$ cat src/rtl/qsq_pkg.sv
`timescale 1ns / 1ps

package qsq_pkg;

	// pipeline depth from input register to result register
	localparam int NSTAGES = 5;

	// configuration port
	localparam int CFG_IDX_W  = 3;
	localparam int CFG_DATA_W = 24;
	localparam int CFG_NARROW_W = 8;
	localparam int MIN_AREA_W = 24;
	localparam int SQ_W       = 2 * CFG_NARROW_W;

	// result area field
	localparam int AREA_W = 25;
	localparam logic [AREA_W-1:0] AREA_MAX = {AREA_W{1'b1}};

	// register reset values
	localparam logic [CFG_NARROW_W-1:0] RST_COS_NUM   = 8'd1;
	localparam logic [CFG_NARROW_W-1:0] RST_COS_DEN   = 8'd4;
	localparam logic [CFG_NARROW_W-1:0] RST_RATIO_NUM = 8'd6;
	localparam logic [CFG_NARROW_W-1:0] RST_RATIO_DEN = 8'd5;
	localparam logic [MIN_AREA_W-1:0]   RST_MIN_AREA  = 24'd900;

	typedef enum logic [CFG_IDX_W-1:0] {
		REG_COS_NUM   = 3'd0,
		REG_COS_DEN   = 3'd1,
		REG_RATIO_NUM = 3'd2,
		REG_RATIO_DEN = 3'd3,
		REG_MIN_AREA  = 3'd4
	} reg_idx_t;

	typedef enum logic [2:0] {
		REASON_OK     = 3'd0,
		REASON_CONVEX = 3'd1,
		REASON_ANGLE  = 3'd2,
		REASON_RATIO  = 3'd3,
		REASON_SMALL  = 3'd4
	} reason_t;

	// limits in the form the datapath consumes them
	typedef struct packed {
		logic [SQ_W-1:0]   cos_num_sq;
		logic [SQ_W-1:0]   cos_den_sq;
		logic [SQ_W-1:0]   ratio_num_sq;
		logic [SQ_W-1:0]   ratio_den_sq;
		logic [AREA_W-1:0] min_area2;
	} cfg_t;

	// per-stage load enables
	typedef struct packed {
		logic [NSTAGES-1:0] adv;
	} pipe_ctl_t;

endpackage

$ cat src/rtl/qsq_decide.sv
`timescale 1ns / 1ps

module qsq_decide #(
	parameter int COORD_BITS = 12
) (
	input  logic                                             clk,
	input  qsq_pkg::pipe_ctl_t                               ctl,
	input  logic [2:0][2*(2*COORD_BITS+1)+qsq_pkg::SQ_W-1:0] lhs_s4,
	input  logic [2:0][2*(2*COORD_BITS+1)+qsq_pkg::SQ_W-1:0] rhs_s4,
	input  logic [2*COORD_BITS+qsq_pkg::SQ_W:0]              rl_s4,
	input  logic [2*COORD_BITS+qsq_pkg::SQ_W:0]              rr_s4,
	input  logic [qsq_pkg::AREA_W-1:0]                       area_s4,
	input  logic                                             conv_fail_s4,
	input  logic                                             small_s4,
	output logic                                             accepted_s5,
	output qsq_pkg::reason_t                                 reason_s5,
	output logic [qsq_pkg::AREA_W-1:0]                       area_s5
);
	import qsq_pkg::*;

	logic [2:0] corner_fail;
	logic       ratio_fail;
	reason_t    reason_d;

	// compare scaled cosines and side ratio
	always_comb begin
		for (int k = 0; k < 3; k++) begin
			corner_fail[k] = lhs_s4[k] > rhs_s4[k];
		end
		ratio_fail = rl_s4 > rr_s4;
	end

	// first failing test wins
	always_comb begin
		if (conv_fail_s4) begin
			reason_d = REASON_CONVEX;
		end else if (|corner_fail) begin
			reason_d = REASON_ANGLE;
		end else if (ratio_fail) begin
			reason_d = REASON_RATIO;
		end else if (small_s4) begin
			reason_d = REASON_SMALL;
		end else begin
			reason_d = REASON_OK;
		end
	end

	// stage 5: result register
	always_ff @(posedge clk) begin
		if (ctl.adv[4]) begin
			accepted_s5 <= reason_d == REASON_OK;
			reason_s5   <= reason_d;
			area_s5     <= area_s4;
		end
	end

endmodule

$ cat config.mk
export PLATFORM = sky130hd
export DESIGN_NAME = qsq_decide
export DESIGN_NICKNAME = d
export VERILOG_FILES = /design/src/rtl/qsq_pkg.sv /design/src/rtl/qsq_decide.sv
export SDC_FILE = /design/constraint.sdc
export NUM_CORES = 1
export LEC_CHECK = 0
export ABC_AREA = 1
export BUFFER_PORTS_ARGS = -buffer_cell sky130_fd_sc_hd__buf_2
export CAP_MARGIN = 5
export CORE_AREA = 5 5 208 210
export CTS_CLUSTER_SIZE = 24
export DETAILED_ROUTE_END_ITERATION = 12
export DIE_AREA = 0 0 213 215
export HOLD_SLACK_MARGIN = 0.15
export PLACE_DENSITY_LB_ADDON = 0.1
export SYNTH_ARGS = -nofsm -noshare
export SYNTH_HDL_FRONTEND = slang
export SYNTH_SLANG_ARGS = --single-unit
$ cat constraint.sdc
create_clock -name clk -period 2.04 [get_ports clk]
set_input_delay 0.102 -clock clk [delete_from_list [all_inputs] [get_ports clk]]
set_output_delay 0.102 -clock clk [all_outputs]
set_load 0.005 [all_outputs]
==> results of run 1 <==
[area by class of cell]
class | count | area [sq um] | area share [%]
repair buffers | 566 | 2980 | 25.9
clock inverters | 3 | 46.3 | 0.403
flip-flops and latches | 29 | 871 | 7.57
diodes | 5 | 12.5 | 0.109
well taps | 539 | 674 | 5.86
clock buffers | 5 | 125 | 1.09
inverters | 331 | 1240 | 10.8
multi-input cells | 813 | 5550 | 48.3
[metrics by stage]
step | power, W | util, % | setup TNS (ps) | setup slack, ps
floorplan | 0.00166 | - | 0 | 469
global placement | 0.00252 | 26.7 | -83.2 | -49.4
detailed placement | 0.00253 | 26.7 | -164 | -54.3
CTS | 0.00347 | 27.8 | 0 | 240
global route | 0.00376 | 27.8 | 0 | 57.1
finish | 0.00338 | 27.8 | 0 | 333
[worst max-delay path, cell delays in order]
cell	delay, ps
buf_2	110
ha_1	290
nand2_1	70
inv_2	50
nand3_1	80
nor2_1	270
nand2_1	140
nor2_2	110
nand2_1	50
nand3_1	60
nor2_1	40
nand2_1	60
nand2_1	110
nand4_1	130
nor2_1	50
[sequential cells by signal, summed over array words and instances (netlist names)]
register	count
accepted_s5	1
reason_s5	3
area_s5	25
[placed cells by master (no fill, tap or decap), types with 3 or more instances in the layout]
master	n
nand2_2	7
nand3b_1	3
nand4_1	14
edfxtp_1	29
nor3_1	5
inv_2	5
and3_1	3
nand3_1	29
nor2_4	3
inv_1	326
a21o_1	9
nand2_1	284
a21oi_1	92
o21a_1	7
buf_4	5
nor2_1	78
buf_2	535
o21ai_0	18
dlygate4sd3_1	26
clkbuf_16	5
nor4_1	3
diode_2	5
ha_1	239
nor2_2	7
[power breakdown]
part,switching [W],leakage [nW],internal [W]
combinational,0.000908,6.99,0.000890
sequential,0.00000995,0.283,0.000709
clock,0.000289,0.0800,0.000578
total,0.00121,7.35,0.00218
[per-layer routing]
| layer | track usage, % | routed length [um] |
|---|---|---|
| met1 | 14.8 | 12700 |
| met5 | 0 | 129 |
| met3 | 3.86 | 2950 |
| met4 | 0.981 | 144 |
| met2 | 25.9 | 16700 |
[cells by family after synthesis]
logic type      Yosys count  share of synthesized area, %
buf+inv                 331                          16.2
compound gates          129                          9.01
simple gates            445                          24.4
flops                    29                          11.4
fa+ha+maj               239                          39.0
[worst paths after layout]
kind                       start                      to  slack [ps]  depth (start not counted)
worst max-delay path  lhs_s4[65]  reason_s5[2]$_DFFE_PP_         330                         15
worst min-delay path    small_s4  reason_s5[2]$_DFFE_PP_         170                          3
==> results_dict.tcl, run 1 <==
set metrics [dict create \
    start_kind "input pin" \
    fillers 4778 \
    finalSetupViolations 0 \
    path_class "in -> reg" \
    ant_nets 0 \
    dr.pass1.iters 4 \
    ctsHtreeMaxLevel 2 \
    finalHoldViolations 0 \
    period_needed_ps 1710 \
    synthCells 1173 \
    yosysUniqueCellTypes 26 \
    peakVddDrop_v 0.000334 \
    hold_path.class "in -> reg" \
    maxSlewViolCount 0 \
    cts_inserted_buffers 5 \
    fmax_ghz 0.586 \
    worst_slew_pin_slew_ps 709 \
    ys_seq_area_share_pct 11.4 \
    antenna_found_initial 15 \
    grt_pass1_vias 9263 \
    row_count 75 \
    cts_tree "yes" \
    area_delta_synth_final_pct 50.0 \
    synthArstFlopShare_pct 0 \
    grt_pass1_wl_um 48400 \
    core_area_sq_um 41400 \
    grt_usage_pct 13.3 \
    gp_congestion 0.803 \
    rsz0062_at_grt "false" \
    fp.dieH_um 215 \
    place_inst 2252 \
    layout-drive-gt1-share_pct 32.9 \
    yosysWarnings 0 \
    ctsResizeCount 0 \
    clk_path_buf_depth 2 \
    nNetsFinal 2496 \
    synth.largest_area_cell "ha_1" \
    synth_edf_count 29 \
    port_buffers 535 \
    dr_total_vias 8788 \
    syn_nets 1923 \
    yosys-top-cells-count "326 x inv_1, 284 x nand2_1, 239 x ha_1" \
    drc 0 \
    via_per_inst 3.84 \
    whs_ps 169 \
    io_pins 540 \
    postCtsSetupBuffers 0 \
    synth-seq-cells 29 \
    fin_crit_sh_pct 83.7 \
    synth_top_area_share_pct 39.0 \
    cp_max_fo 3 \
    power_leakage_nw 7.35 \
    ys.flop_type "edfxtp_1" \
    drv_cap 0 \
    start_util_pct 18.5 \
    drt_iter0_drc 189 \
    power_density_nw_per_um2 294 \
    die-width_um 213 \
    avgSynthCellArea_sq_um 6.54 \
    relSlewSlack_pct 52.7 \
    post_dp_cell_area_sq_um 11100 \
    cp.arrival_ps 1740 \
    critPathCaptureType "flip-flop" \
    post_drt_wl_per_cell_um 14.3 \
    die_area_sq_um 45800 \
    grt_max_degree 30 \
    clk_pin_slew_worst_paths_ps 60 \
    fin_area_sq_um 11500 \
    cts_root_buf "clkbuf_16" \
    status "finished, final reports clean" \
    grt_overflow 0 \
    cts.sinks 29 \
    final_cells 2291 \
    cts_hold_buf 26 \
    wl_um 32700 \
    synthMostInstantiatedCell "inv_1" \
    synth.top_cells.by_area "ha_1 39%, inv_1 16%, nand2_1 14%" \
    dp_hpwl_um 31500 \
    cp.required_ps 2070 \
    netlist_area_sq_um 7670 \
]
Power figures use the tool's default switching activity.
==> run 2: changes to the inputs <==
--- a/config.mk
+++ b/config.mk
@@ -5,13 +5,13 @@
 export SDC_FILE = /design/constraint.sdc
 export NUM_CORES = 1
 export LEC_CHECK = 0
-export ABC_AREA = 1
+export ABC_AREA = 0
 export BUFFER_PORTS_ARGS = -buffer_cell sky130_fd_sc_hd__buf_2
 export CAP_MARGIN = 5
-export CORE_AREA = 5 5 208 210
+export CORE_AREA = 5 5 207 209
 export CTS_CLUSTER_SIZE = 24
 export DETAILED_ROUTE_END_ITERATION = 12
-export DIE_AREA = 0 0 213 215
+export DIE_AREA = 0 0 212 214
 export HOLD_SLACK_MARGIN = 0.15
 export PLACE_DENSITY_LB_ADDON = 0.1
 export SYNTH_ARGS = -nofsm -noshare
==> constraint.sdc (replaced) <==
create_clock -name clk -period 1.4 [get_ports clk]
set_input_delay 0.07 -clock clk [delete_from_list [all_inputs] [get_ports clk]]
set_output_delay 0.07 -clock clk [all_outputs]
set_load 0.005 [all_outputs]
==> run 2 against run 1 <==
  * The run now ends with negative setup slack left
  * Sequential cell count stayed put
  * Worst setup slack worse by 940 ps
  * Wire length is 5.5% higher
  * Combinational power is 79% higher
  * Critical path depth is 4 lower
  * Cell count is 9.0% lower
  * Worst hold slack better by 62 ps
  * Global-route usage is 1.0 points higher
  * Die area is 0.93% lower
  * Critical endpoint is now accepted_s5$_DFFE_PP_
==> results_dict.tcl, run 2 <==
set metrics [dict create \
    start_kind "input pin" \
    critPathCaptureType "flip-flop" \
    grt_pass1_vias 9336 \
    antenna_found_initial 7 \
    cts.sinks 29 \
    syn_nets 1651 \
    relSlewSlack_pct 70.6 \
    synth_top_area_share_pct 42.3 \
    synth-seq-cells 29 \
    cts_tree "yes" \
    whs_ps 231 \
    nNetsFinal 2299 \
    reg.largest.list "area_s5 x25, reason_s5 x3, accepted_s5 x1" \
    wl_um 34500 \
    rsz0062_at_grt "true" \
    maxSlewViolCount 0 \
    yosysUniqueCellTypes 52 \
    clk_path_buf_depth 2 \
    drv_cap 0 \
    synth.largest_area_cell "ha_1" \
    setup_slack_ps -604 \
    netlist_area_sq_um 7060 \
    post_drt_wl_per_cell_um 16.5 \
    row_count 74 \
    synth_edf_count 29 \
    power_leakage_nw 6.91 \
    area_delta_synth_final_pct 79.0 \
    ctsHtreeMaxLevel 2 \
    io_pins 540 \
    synth.top_cells.by_area "ha_1 42%, inv_1 13%, edfxtp_1 12%" \
    status "finished with violations" \
    yosys-top-cells-count "246 x inv_1, 239 x ha_1, 94 x a21oi_1" \
    power_density_nw_per_um2 419 \
    start_util_pct 17.4 \
    clk_pin_slew_worst_paths_ps 50 \
    cp.arrival_ps 2110 \
    cts_root_buf "clkbuf_16" \
    synthArstFlopShare_pct 0 \
    die-width_um 212 \
    grt_max_degree 18 \
    dp_hpwl_um 32500 \
    post_dp_cell_area_sq_um 11100 \
    ant_nets 0 \
    largest_register_ff_count 25 \
    port_buffers 535 \
    layout_commonest_cell "buf_2" \
    drc 0 \
    path_class "in -> reg" \
    dr_total_vias 8546 \
    grt_overflow 0 \
    core_area_sq_um 40600 \
    cts_inserted_buffers 5 \
    ys_seq_area_share_pct 12.3 \
    fmax_ghz 0.499 \
    top_register "area_s5" \
    violations "negative setup slack" \
    cp.required_ps 1510 \
    cp_max_fo 4 \
    fin_crit_sh_pct 143 \
    die_area_sq_um 45400 \
    drt_iter0_drc 192 \
    via_per_inst 4.10 \
    worst_slew_pin_slew_ps 439 \
    hold_path.class "in -> reg" \
    layout-drive-gt1-share_pct 51.0 \
    ys.flop_type "edfxtp_1" \
    finalSetupViolations 4 \
    most-common-layout-cells "529 x buf_2, 213 x inv_1, 181 x ha_1" \
    period_needed_ps 2000 \
    synthMostInstantiatedCell "inv_1" \
    fin_area_sq_um 12600 \
    dr.pass1.iters 4 \
    grt_usage_pct 14.4 \
    avgSynthCellArea_sq_um 7.84 \
    peakVddDrop_v 0.000419 \
    fp.dieH_um 214 \
    grt_pass1_wl_um 51400 \
    finalHoldViolations 0 \
    yosysWarnings 0 \
    gp_congestion 0.800 \
    synthCells 901 \
]
-- run 2: changes by cell type after synthesis, moves of 5 or more --
cell | previous run | this run
a211oi_1 | 0 | 8
nor2_1 | 78 | 25
and4_1 | 0 | 6
a21o_1 | 9 | 15
nand2_1 | 284 | 62
o21ai_0 | 18 | 29
a221oi_1 | 0 | 6
inv_1 | 326 | 246
nor3_1 | 5 | 16
nor4_2 | 0 | 6
nand4_1 | 14 | 34
nor2_2 | 7 | 0
inv_2 | 5 | 0
nand2_2 | 7 | 0
-- run 2: kinds of logic (layout without fill, tap and decap cells) --
kind of cell / Yosys count / after routing / share of synthesized area [%]
buffers and inverters: 246 / 895 / 13.1
adders and majority gates: 239 / 239 / 42.3
and+or+nand+nor: 198 / 198 / 15.7
AOI/OAI and AO/OA: 189 / 189 / 16.5
DFF: 29 / 29 / 12.3
other: 0 / 2 / 0
-- run 2: metal layers --
metal	share of wire, %	GRT usage [%]
met5	0.20	0
met4	0.95	1.59
met3	7.1	3.10
met2	53	28.2
met1	39	16.1
-- run 2: where the power goes --
part           switching, W  leakage [nW]  internal, W
Combinational       0.00149          6.56      0.00173
Clock              0.000382        0.0706     0.000652
Sequential        0.0000151         0.283      0.00103
-- run 2: area by class of cell --
class	count	area, sq um
antenna	2	5.00
inverter	246	956
clock buffer	6	129
fill	4500	28000
timing repair buffer	641	3590
multi-input combinational	626	6410
clock inverter	2	10.0
sequential	29	871
tap	532	666
-- run 2: what timing repair did --
action	CTS	global route
buffers inserted	4	2
pin swaps	63	25
hold buffers	26	1
endpoints found under the hold margin	28	1
endpoints found under the setup margin	4	4
resized for setup	135	35
-- run 2: path summary, 6_finish.rpt --
kind                   start                    end  slack (ps)  depth (start not counted)
hold / removal        ctl[4]  area_s5[16]$_DFFE_PP_         230                          1
setup / recovery  rhs_s4[35]  accepted_s5$_DFFE_PP_        -600                         11
-- run 2: through the flow --
stage	utilization, %	worst slack [ps]	std cells	total power [W]	setup TNS, ps
3_3_place_gp	27.4	-1490	2043	0.00385	-5760
5_1_grt	31.1	-758	2084	0.00583	-2920
6_report	31.1	-604	2084	0.00530	-2340
4_1_cts	30.6	-660	2080	0.00534	-2560
2_1_floorplan	-	-554	901	0.00235	-2110
3_5_place_dp	27.4	-1520	2043	0.00386	-5900
-- run 2: worst max-delay path, cell delays in order --
cell,delay [ps]
buf_2,100
inv_1,80
ha_4,200
a21o_1,180
nand3_2,70
a21oi_2,60
o311a_4,390
nor4_4,370
o32ai_4,150
nor3_4,210
nor4b_4,220
