## config.mk

```make
export PLATFORM = sky130hd
export DESIGN_NAME = qsq_regs
export DESIGN_NICKNAME = d
export VERILOG_FILES = /design/src/rtl/qsq_pkg.sv /design/src/rtl/qsq_regs.sv
export SDC_FILE = /design/constraint.sdc
export NUM_CORES = 1
export LEC_CHECK = 0
export BUFFER_PORTS_ARGS = -buffer_cell sky130_fd_sc_hd__buf_2
export CORE_ASPECT_RATIO = 0.75
export CORE_MARGIN = 3
export CORE_UTILIZATION = 56
export CTS_BUF_LIST = sky130_fd_sc_hd__clkbuf_2
export DETAILED_ROUTE_END_ITERATION = 7
export PLACE_DENSITY = 0.86
export REMOVE_ABC_BUFFERS = 1
export SLEW_MARGIN = 40
export SYNTH_ARGS = -nofsm -noshare
export SYNTH_HDL_FRONTEND = slang
export SYNTH_SLANG_ARGS = --single-unit
```

## constraint.sdc

```tcl
create_clock -name clk -period 4.4 [get_ports clk]
set_input_delay 0.22 -clock clk [delete_from_list [all_inputs] [get_ports clk]]
set_output_delay 0.22 -clock clk [all_outputs]
set_load 0.005 [all_outputs]
```

## src/rtl/qsq_pkg.sv

```systemverilog
`timescale 1ns / 1ps

package qsq_pkg;

	// pipeline depth from input register to result register
	localparam int NSTAGES = 5;

	// configuration port
	localparam int CFG_IDX_W  = 3;
	localparam int CFG_DATA_W = 24;
	localparam int CFG_NARROW_W = 8;
	localparam int MIN_AREA_W = 24;
	localparam int SQ_W       = 2 * CFG_NARROW_W;

	// result area field
	localparam int AREA_W = 25;
	localparam logic [AREA_W-1:0] AREA_MAX = {AREA_W{1'b1}};

	// register reset values
	localparam logic [CFG_NARROW_W-1:0] RST_COS_NUM   = 8'd1;
	localparam logic [CFG_NARROW_W-1:0] RST_COS_DEN   = 8'd4;
	localparam logic [CFG_NARROW_W-1:0] RST_RATIO_NUM = 8'd6;
	localparam logic [CFG_NARROW_W-1:0] RST_RATIO_DEN = 8'd5;
	localparam logic [MIN_AREA_W-1:0]   RST_MIN_AREA  = 24'd900;

	typedef enum logic [CFG_IDX_W-1:0] {
		REG_COS_NUM   = 3'd0,
		REG_COS_DEN   = 3'd1,
		REG_RATIO_NUM = 3'd2,
		REG_RATIO_DEN = 3'd3,
		REG_MIN_AREA  = 3'd4
	} reg_idx_t;

	typedef enum logic [2:0] {
		REASON_OK     = 3'd0,
		REASON_CONVEX = 3'd1,
		REASON_ANGLE  = 3'd2,
		REASON_RATIO  = 3'd3,
		REASON_SMALL  = 3'd4
	} reason_t;

	// limits in the form the datapath consumes them
	typedef struct packed {
		logic [SQ_W-1:0]   cos_num_sq;
		logic [SQ_W-1:0]   cos_den_sq;
		logic [SQ_W-1:0]   ratio_num_sq;
		logic [SQ_W-1:0]   ratio_den_sq;
		logic [AREA_W-1:0] min_area2;
	} cfg_t;

	// per-stage load enables
	typedef struct packed {
		logic [NSTAGES-1:0] adv;
	} pipe_ctl_t;

endpackage

```

## src/rtl/qsq_regs.sv

```systemverilog
`timescale 1ns / 1ps

module qsq_regs (
	input  logic                           clk,
	input  logic                           arst_n,
	input  logic                           cfg_we,
	input  logic [qsq_pkg::CFG_IDX_W-1:0]  cfg_index,
	input  logic [qsq_pkg::CFG_DATA_W-1:0] cfg_wdata,
	output qsq_pkg::cfg_t                  cfg
);
	import qsq_pkg::*;

	logic [CFG_NARROW_W-1:0] cos_num_q;
	logic [CFG_NARROW_W-1:0] cos_den_q;
	logic [CFG_NARROW_W-1:0] ratio_num_q;
	logic [CFG_NARROW_W-1:0] ratio_den_q;
	logic [MIN_AREA_W-1:0]   min_area_q;
	cfg_t                    cfg_q;

	// take register writes, drop unknown indexes
	always_ff @(posedge clk or negedge arst_n) begin
		if (!arst_n) begin
			cos_num_q   <= RST_COS_NUM;
			cos_den_q   <= RST_COS_DEN;
			ratio_num_q <= RST_RATIO_NUM;
			ratio_den_q <= RST_RATIO_DEN;
			min_area_q  <= RST_MIN_AREA;
		end else if (cfg_we) begin
			case (reg_idx_t'(cfg_index))
				REG_COS_NUM:   cos_num_q   <= cfg_wdata[CFG_NARROW_W-1:0];
				REG_COS_DEN:   cos_den_q   <= cfg_wdata[CFG_NARROW_W-1:0];
				REG_RATIO_NUM: ratio_num_q <= cfg_wdata[CFG_NARROW_W-1:0];
				REG_RATIO_DEN: ratio_den_q <= cfg_wdata[CFG_NARROW_W-1:0];
				REG_MIN_AREA:  min_area_q  <= cfg_wdata[MIN_AREA_W-1:0];
				default: ;
			endcase
		end
	end

	// hold squared limits and doubled area floor
	always_ff @(posedge clk or negedge arst_n) begin
		if (!arst_n) begin
			cfg_q.cos_num_sq   <= SQ_W'(RST_COS_NUM) * SQ_W'(RST_COS_NUM);
			cfg_q.cos_den_sq   <= SQ_W'(RST_COS_DEN) * SQ_W'(RST_COS_DEN);
			cfg_q.ratio_num_sq <= SQ_W'(RST_RATIO_NUM) * SQ_W'(RST_RATIO_NUM);
			cfg_q.ratio_den_sq <= SQ_W'(RST_RATIO_DEN) * SQ_W'(RST_RATIO_DEN);
			cfg_q.min_area2    <= {RST_MIN_AREA, 1'b0};
		end else begin
			cfg_q.cos_num_sq   <= SQ_W'(cos_num_q) * SQ_W'(cos_num_q);
			cfg_q.cos_den_sq   <= SQ_W'(cos_den_q) * SQ_W'(cos_den_q);
			cfg_q.ratio_num_sq <= SQ_W'(ratio_num_q) * SQ_W'(ratio_num_q);
			cfg_q.ratio_den_sq <= SQ_W'(ratio_den_q) * SQ_W'(ratio_den_q);
			cfg_q.min_area2    <= {min_area_q, 1'b0};
		end
	end

	assign cfg = cfg_q;

endmodule

```

==> impl_metrics.yaml, run 1 <==
critical_path:
  cp_num_buf_inv: 5
  cp_slowest_stage_delay_ns: 0.63
  required_ns: 5.05
  r2r.worst_path.cells: 15
  critical_path_class: "flop to flop"
  end_kind: "flop"
  cp_max_fo: 5
  slowest_stage: "dfstp_2"
  worstPathArrival_ns: 4.90
  cp-start-kind: "flop"
  crit_cells: 15
  cp_top_family: "adder cells"
  crit_chain: "buf_4 -> inv_1 -> fa_1 -> fa_1 -> inv_1 -> ha_1 -> inv_1 -> fa_1 -> inv_1 -> ha_1 -> a21o_1 -> a311oi_2 -> nor3_2 -> o41ai_2 -> xnor2_1"
  crit_top_cell: "inv_1"
layout:
  fin_nets: 1456
  fin_area_um2: 12650
  layout_common_cells: "inv_1 (168), ha_1 (117), buf_2 (112)"
  drive_above_1_share: 0.2185
  seq_area_um2: 3541
  final_common_cell: "inv_1"
  diodes: 0
  fillers: 1450
  multi_input_area_um2: 6803
  syn2layout_area_growth_pct: 15.11
run_status:
  status: "finished clean"
place:
  pre_cts_slack_ns: -0.006424
  port_buffers: 113
  gp_congestion: 0.8731
  place_area_um2: 11900
  hpwl_mm: 16.68
synthesis:
  synth_cell_types: 65
  yosysSeqAreaShare: 0.3212
  synth_area_um2: 10990
  synthFlopType: "dfrtp_1"
  syn_area_per_cell_um2: 10.62
  async_flop_share: 1.000
  synth_edf_count: 0
  postSynthCellCount: 1035
  yosysWarnings: 0
  synth_seq_cells: 140
clocking:
  tritoncts: "yes"
  cts_sinks: 140
  htreeDepth: 4
  cts_buffer_depth: 2
  clock-root-buffer: "clkbuf_2"
  cts_buffers: 17
  clk_latency_ns: 0.73
  clkTransAtPathRegs_ns: 0.24
routing:
  drtIter0Drc: 405
  dr_total_vias: 7861
  via_per_inst: 5.351
  wire_per_inst_um: 15.11
  drc_errors: 0
  first_pass_iters: 5
  ant_nets: 0
  drt_wl_total_mm: 22.20
grt:
  grt_max_degree: 112
  grt_pass1_wl_mm: 37.67
  grt_pass1_vias: 8005
  grt_use_total: 0.2160
  antenna_found_initial: 0
  grt.overflow.total: 0
timing:
  worst_slew_pin_slew_ns: 0.5644
  slew_violations: 0
  finalHoldViolations: 0
  setup_violations: 0
  relSlewSlack: 0.6224
  whs_ns: 0.2400
  finClkSkew_ns: 0.03233
  fin_ws_ns: 0.1445
  min_period_ns: 4.255
  max_freq_mhz: 235.0
  fin_tns_setup_ns: 0
  final.period_utilization: 0.9671
die:
  die_area_um2: 21360
  die_w_um: 167.8
  rows: 43
  fp.dieH_um: 127.3
  design.core.area_um2: 18880
  io_pins: 119
  floorplan.initialDensity: 0.5820
min_path:
  hold_path_depth: 3
  hold_class: "primary input to flop"
flow_run:
  drv_cap: 0
[worst paths after layout]
kind                       slack, ns           start        endpoint
max                             0.14  ratio_num_q[2]         cfg[54]
min                             0.24   cfg_wdata[10]  min_area_q[10]
max reg2reg                     0.14  ratio_num_q[2]         cfg[54]
min reg2reg                     0.38   min_area_q[7]          cfg[8]
max in group asynchronous       2.86          arst_n         cfg[79]
min in group asynchronous       0.44          arst_n         cfg[22]
[kinds of logic after synthesis]
kind of cell,share of synthesized area
mux,0.05590
flops,0.3212
other cells,0.0003412
fa+ha+maj,0.3153
compound gates,0.07821
simple gates,0.1216
buf+inv,0.06603
xor+xnor,0.04144
[routing by layer]
metal	vias up	global-route usage	share of wire
met2	183	0.3674	0.49
met3	36	0.03959	0.044
li1	3730	-	-
met1	3912	0.2871	0.45
met5	-	0	0
met4	0	0.06157	0.018
[registers in the layout, summed over array words and instances (netlist names)]
| name | count |
|---|---|
| cfg | 84 |
| cos_den_q | 8 |
| cos_num_q | 8 |
| min_area_q | 24 |
| ratio_den_q | 8 |
| ratio_num_q | 8 |
[synthesized netlist by cell type, types with 3 or more instances]
library cell / count / area (µm²)
mux2i_1: 4 / 40.04
xor2_1: 14 / 122.6
nand4_1: 7 / 43.79
o21bai_1: 3 / 22.52
nand3_1: 11 / 55.05
a2111oi_0: 3 / 26.28
nor2_1: 41 / 153.9
inv_1: 168 / 630.6
buf_4: 5 / 37.54
nand2b_1: 4 / 25.02
and3_1: 6 / 37.54
mux2_2: 51 / 574.3
nor2b_1: 10 / 62.56
o21ai_1: 9 / 45.04
nor3_1: 13 / 65.06
a211oi_1: 10 / 75.07
dfrtp_1: 119 / 2978
o21ai_0: 20 / 100.1
clkbuf_1: 10 / 37.54
ha_1: 117 / 1464
dfstp_2: 21 / 551.8
nand2_1: 65 / 244.0
fa_1: 100 / 2002
a21o_1: 16 / 120.1
a21oi_1: 32 / 160.2
buf_2: 4 / 20.02
and2_1: 81 / 506.7
a31oi_1: 3 / 18.77
o21a_1: 3 / 22.52
xnor2_1: 38 / 332.8
a211o_1: 3 / 26.28
[metrics by stage]
| stage | std cells | utilization |
|---|---|---|
| after global routing | 1469 | 0.6699 |
| after CTS | 1461 | 0.6626 |
| after floorplan | 1022 | - |
| final | 1469 | 0.6699 |
| after detailed placement | 1394 | 0.6303 |
| after global placement | 1392 | 0.6291 |
[tightest hold or removal path, stage by stage]
cell           delay, ns
dlygate4sd3_1       0.52
buf_2               0.09
mux2_2              0.13
[final cells by class]
class,count,share of cell area
multi-input combinational,714,0.5377
sequential,140,0.2799
timing repair buffer,168,0.08753
inverter,168,0.04985
tap,247,0.02443
clock inverter,15,0.01385
clock buffer,17,0.006725
[repair_timing]
| action | in CTS | in global routing |
|---|---|---|
| setup buffers | 0 | 6 |
| hold buffers | 35 | 1 |
| setup endpoints to repair | 0 | 10 |
| hold endpoints to repair | 166 | 29 |
| gates resized for setup | 0 | 21 |
Power of run 1 is not shown: default switching activity piles up to over one toggle a cycle in this logic, so the estimate is an artifact.
==> run 2: changes to the inputs <==
--- a/config.mk
+++ b/config.mk
@@ -6,6 +6,7 @@
 export NUM_CORES = 1
 export LEC_CHECK = 0
 export BUFFER_PORTS_ARGS = -buffer_cell sky130_fd_sc_hd__buf_2
+export CAP_MARGIN = 15
 export CORE_ASPECT_RATIO = 0.75
 export CORE_MARGIN = 3
 export CORE_UTILIZATION = 56
@@ -13,6 +14,7 @@
 export DETAILED_ROUTE_END_ITERATION = 7
 export PLACE_DENSITY = 0.86
 export REMOVE_ABC_BUFFERS = 1
+export SETUP_SLACK_MARGIN = 0.5
 export SLEW_MARGIN = 40
 export SYNTH_ARGS = -nofsm -noshare
 export SYNTH_HDL_FRONTEND = slang
==> run 2 against run 1 <==
Highest routed layer unchanged. Core utilization grew 7.6 points. Non-clock buffer count grew 72. Die area is the same. Critical endpoint is now cfg[51]. Register-to-register slack gained 0.09 ns. Sequential share of layout area shrank 2.7 points. Via count grew 5.1%. Clock skew shrank 0.00099 ns. First-iteration DRC count shrank 5.7%.
==> impl_metrics.yaml, run 2 (synthesis results as in run 1) <==
run_status:
  status: "finished clean"
die:
  die_w_um: 167.8
  die_area_um2: 21360
  fp.dieH_um: 127.3
  io_pins: 119
  floorplan.initialDensity: 0.5820
  rows: 43
  design.core.area_um2: 18880
critical_path:
  cp_max_fo: 7
  crit_path_end: "cfg[51]"
  cp-start-kind: "flop"
  r2r.worst_path.cells: 14
  critPathLaunch: "ratio_num_q[2]"
  required_ns: 5.10
  worstPathArrival_ns: 4.86
  r2r_setup_slack_ns: 0.23
  crit_chain: "and2_4 -> fa_1 -> fa_1 -> inv_1 -> fa_1 -> inv_2 -> fa_2 -> ha_4 -> and4_1 -> a21oi_2 -> buf_4 -> nand2_2 -> a21oi_2 -> xnor2_1"
  end_kind: "flop"
  critical_path_class: "flop to flop"
  slowest_stage: "dfstp_2"
  worstReg2RegEnd: "cfg[51]"
  cp_slowest_stage_delay_ns: 0.68
  r2r-start: "ratio_num_q[2]"
  crit_top_cell: "fa_1"
layout:
  fillers: 1257
  drive_above_1_share: 0.3849
  fin_nets: 1528
  final_common_cell: "inv_1"
  multi_input_area_um2: 7630
  largest_register_ffs: 84
  seq_area_um2: 3556
  diodes: 0
  syn2layout_area_growth_pct: 28.19
  layout_common_cells: "inv_1 (144), buf_2 (112), dfrtp_1 (98)"
grt:
  grt.overflow.total: 0
  grt_max_degree: 112
  grt_pass1_vias: 8389
  grt_pass1_wl_mm: 39.85
  grt_use_total: 0.2290
  antenna_found_initial: 0
routing:
  ant_nets: 0
  drtIter0Drc: 382
  via_per_inst: 5.359
  first_pass_iters: 4
  drc_errors: 0
  dr_total_vias: 8258
  wire_per_inst_um: 16.42
  drt_wl_total_mm: 25.30
timing:
  whs_ns: 0.2204
  max_freq_mhz: 240.0
  min_period_ns: 4.167
  worst_slew_pin_slew_ns: 0.6147
  final.period_utilization: 0.9471
  slew_violations: 0
  relSlewSlack: 0.5887
  setup_violations: 0
  finalHoldViolations: 0
  rsz0062_at_grt: "yes"
  finClkSkew_ns: 0.03135
place:
  gp_congestion: 0.8731
  hpwl_mm: 16.68
  port_buffers: 113
clocking:
  clk_latency_ns: 0.76
  cts_buffer_depth: 2
  cts_buffers: 17
  clkTransAtPathRegs_ns: 0.24
  cts_sinks: 140
  tritoncts: "yes"
  htreeDepth: 4
  clock-root-buffer: "clkbuf_2"
flow_run:
  drv_cap: 0
min_path:
  hold_class: "primary input to flop"
  hold_path_depth: 3
run 2: cell count changes in the layout (fill, tap and decap cells not counted), moves of 12 or more:
cell     previous run  this run
dfrtp_1           110        98
fa_2                0        12
ha_1              117        91
dfrtp_2             9        21
inv_1             168       144
buf_4              16        71
fa_1              100        88
buf_6               1        17
inv_2               0        22
nand2_1            65        49
ha_4                0        23
run 2: per-layer routing:
metal  track usage  vias to the layer above  share of wire
met5             0                        -              0
met4       0.06445                        0          0.015
met3       0.04052                       36          0.039
met2        0.3977                      187           0.53
met1        0.2986                     4168           0.42
li1              -                     3867              -
run 2: worst min-delay path by stage:
stage	from	endpoint
after floorplan	arst_n	cfg[11]
after global placement	min_area_q[12]	cfg[13]
after detailed placement	arst_n	cfg[15]
after CTS	arst_n	cfg[15]
final	cfg_wdata[10]	min_area_q[10]
after global routing	cfg_wdata[19]	min_area_q[19]
run 2: final cells by class:
type	instances	share of cell area
multi-input cells	714	0.5416
flip-flops and latches	140	0.2524
repair buffers	240	0.1205
inverters	168	0.04512
well taps	247	0.02194
clock inverters	15	0.01243
clock buffers	17	0.006039
run 2: critical path: cells and delay by family (launching register included):
family | cells | cell delay (ns)
simple gates | 3 | 0.44
flops | 1 | 0.68
buf+inv | 3 | 0.26
xor+xnor | 1 | 0.13
compound gates | 2 | 0.34
fa+ha+maj | 5 | 2.27
run 2: what timing repair did:
item | in CTS | in global routing
buffers inserted | 35 | 43
hold buffers | 35 | 1
pin swaps | 53 | 75
gates resized for setup | 106 | 136
endpoints found under the hold margin | 166 | 29
setup endpoints to repair | 28 | 30
run 2: metrics by stage:
step                      setup slack, ns  utilization  instance area [µm²]  std cells  setup TNS [ns]
after global placement             0.1776       0.6291                11880       1392               0
after floorplan                    0.2303            -                10920       1022               0
after CTS                          0.2975       0.6997                13210       1496               0
final                              0.2328       0.7460                14090       1541               0
after detailed placement        -0.006424       0.6303                11900       1394       -0.006424
after global routing               0.1217       0.7460                14090       1541               0
Power of run 2 is left out for the same reason.
==> run 3: changes to the inputs <==
--- a/config.mk
+++ b/config.mk
@@ -13,7 +13,6 @@
 export CTS_BUF_LIST = sky130_fd_sc_hd__clkbuf_2
 export DETAILED_ROUTE_END_ITERATION = 7
 export PLACE_DENSITY = 0.86
-export REMOVE_ABC_BUFFERS = 1
 export SETUP_SLACK_MARGIN = 0.5
 export SLEW_MARGIN = 40
 export SYNTH_ARGS = -nofsm -noshare
==> run 3 against run 2 <==
Maximum frequency fell by 1.6%. Non-clock buffer count up 13. Cell area increased by 0.57%. Sequential share of layout area fell by 0.13 points. Global-route usage grew 0.96 points. Cell count grew 0.84%. First-iteration DRC count rose by 4.2%. Clock skew grew 0.013 ns. Register-to-register slack got worse by 0.07 ns. Critical endpoint is now cfg[54]. Largest cell class unchanged.
==> impl_metrics.yaml, run 3 (synthesis results as in run 1) <==
timing:
  worst_slew_pin_slew_ns: 0.7324
  fin_tns_setup_ns: 0
  relSlewSlack: 0.5099
  rsz0062_at_grt: "yes"
  finalHoldViolations: 0
  final.period_utilization: 0.9621
  max_freq_mhz: 236.2
  slew_violations: 0
  min_period_ns: 4.233
  setup_violations: 0
  fin_ws_ns: 0.1669
  finClkSkew_ns: 0.04407
routing:
  via_per_inst: 5.345
  ant_nets: 0
  drt_wl_total_mm: 25.66
  first_pass_iters: 5
  drc_errors: 0
  drtIter0Drc: 398
  wire_per_inst_um: 16.51
  dr_total_vias: 8306
grt:
  grt_use_total: 0.2385
  grt.overflow.total: 0
  grt_max_degree: 112
  grt_pass1_vias: 8713
  grt_pass1_wl_mm: 41.54
  antenna_found_initial: 0
flow_run:
  drv_cap: 0
die:
  io_pins: 119
  die_w_um: 167.8
  fp.dieH_um: 127.3
  floorplan.initialDensity: 0.5820
  die_area_um2: 21360
  design.core.area_um2: 18880
  rows: 43
layout:
  largest_register_ffs: 84
  fin_area_um2: 14170
  diodes: 0
  syn2layout_area_growth_pct: 28.92
  fin_cells: 1554
  layout_common_cells: "inv_1 (139), buf_2 (112), dfrtp_1 (97)"
  final_common_cell: "inv_1"
  drive_above_1_share: 0.3818
  fin_nets: 1541
critical_path:
  required_ns: 5.10
  r2r.worst_path.cells: 17
  r2r-start: "ratio_num_q[2]"
  worstReg2RegEnd: "cfg[54]"
  cp-start-kind: "flop"
  crit_chain: "buf_6 -> buf_6 -> and2_4 -> ha_4 -> inv_4 -> fa_1 -> inv_2 -> ha_4 -> inv_2 -> fa_1 -> inv_2 -> fa_2 -> a21o_1 -> a311oi_2 -> nor3_4 -> o41ai_2 -> xnor2_1"
  cp_slowest_stage_delay_ns: 0.65
  worstPathArrival_ns: 4.94
  crit_top_cell: "inv_2"
  slowest_stage: "dfstp_2"
  critical_path_class: "flop to flop"
  cp_max_fo: 4
  r2r_setup_slack_ns: 0.17
  end_kind: "flop"
clocking:
  cts_buffer_depth: 2
  cts_sinks: 140
  cts_buffers: 17
  clock-root-buffer: "clkbuf_2"
  clkTransAtPathRegs_ns: 0.27
  clk_latency_ns: 0.74
  htreeDepth: 4
  tritoncts: "yes"
place:
  place_area_um2: 12000
  hpwl_mm: 16.77
  gp_congestion: 0.8463
  dpl.cell_count: 1391
  pre_cts_slack_ns: 0.1017
  port_buffers: 113
min_path:
  hold_path_startpoint: "cfg_we"
  hold_path_depth: 5
  worst_hold_path.endpoint: "ratio_num_q[4]"
  hold_class: "primary input to flop"
run_status:
  status: "finished clean"
run 3: changes by cell type in the layout (fill, tap and decap cells not counted), sizes merged:
cell / before / now
clkinv: 2 / 5
clkinvlp: 1 / 0
inv: 178 / 176
clkbuf: 19 / 17
dlygate4sd3: 36 / 38
buf: 202 / 215
run 3: area by class of cell:
class	instances	area [µm²]
Fill cell	1247	4716
Timing Repair Buffer	253	1826
Inverter	168	638.1
Clock inverter	15	198.9
Multi-Input combinational cell	714	7555
Tap cell	247	309.0
Sequential cell	140	3557
Clock buffer	17	85.08
run 3: timing repair:
item                                    in CTS  in global routing
buffers inserted                            52                 40
endpoints found under the setup margin      25                 30
pin swaps                                   61                 79
cloned                                       0                  0
hold endpoints to repair                   166                 29
hold buffers                                37                  1
gates resized for setup                     98                106
run 3: through the flow:
stage,util,hold slack (ns)
finish,0.7503,0.1890
global route,0.7503,0.1457
CTS,0.7105,0.04820
detailed placement,0.6353,0.3374
global placement,0.6339,0.3509
floorplan,-,-0.07559
run 3: routing by layer:
metal	wire, µm	global-route usage	vias up
met1	10920	0.3128	4174
li1	-	-	3883
met4	489	0.06734	0
met3	979	0.04268	41
met2	13280	0.4119	208
met5	0	0	-
run 3: worst max-delay path by stage:
stage / from / endpoint / slack (ns)
finish: ratio_num_q[2] / cfg[54] / 0.17
global route: ratio_num_q[2] / cfg[56] / 0.06
detailed placement: ratio_den_q[5] / cfg[38] / 0.10
floorplan: ratio_den_q[2] / cfg[38] / 0.39
CTS: ratio_den_q[2] / cfg[38] / 0.25
global placement: ratio_den_q[5] / cfg[38] / 0.27
run 3: critical path: cells and delay by family (launching register included):
| family | cells | cell delay, ns |
|---|---|---|
| adder cells (fa/ha/maj) | 5 | 1.83 |
| AO/OA/AOI/OAI | 3 | 0.90 |
| flip-flops | 1 | 0.65 |
| buffers and inverters | 6 | 0.42 |
| AND/OR/NAND/NOR | 2 | 0.26 |
| XOR/XNOR | 1 | 0.15 |
Power of run 3 is left out for the same reason.
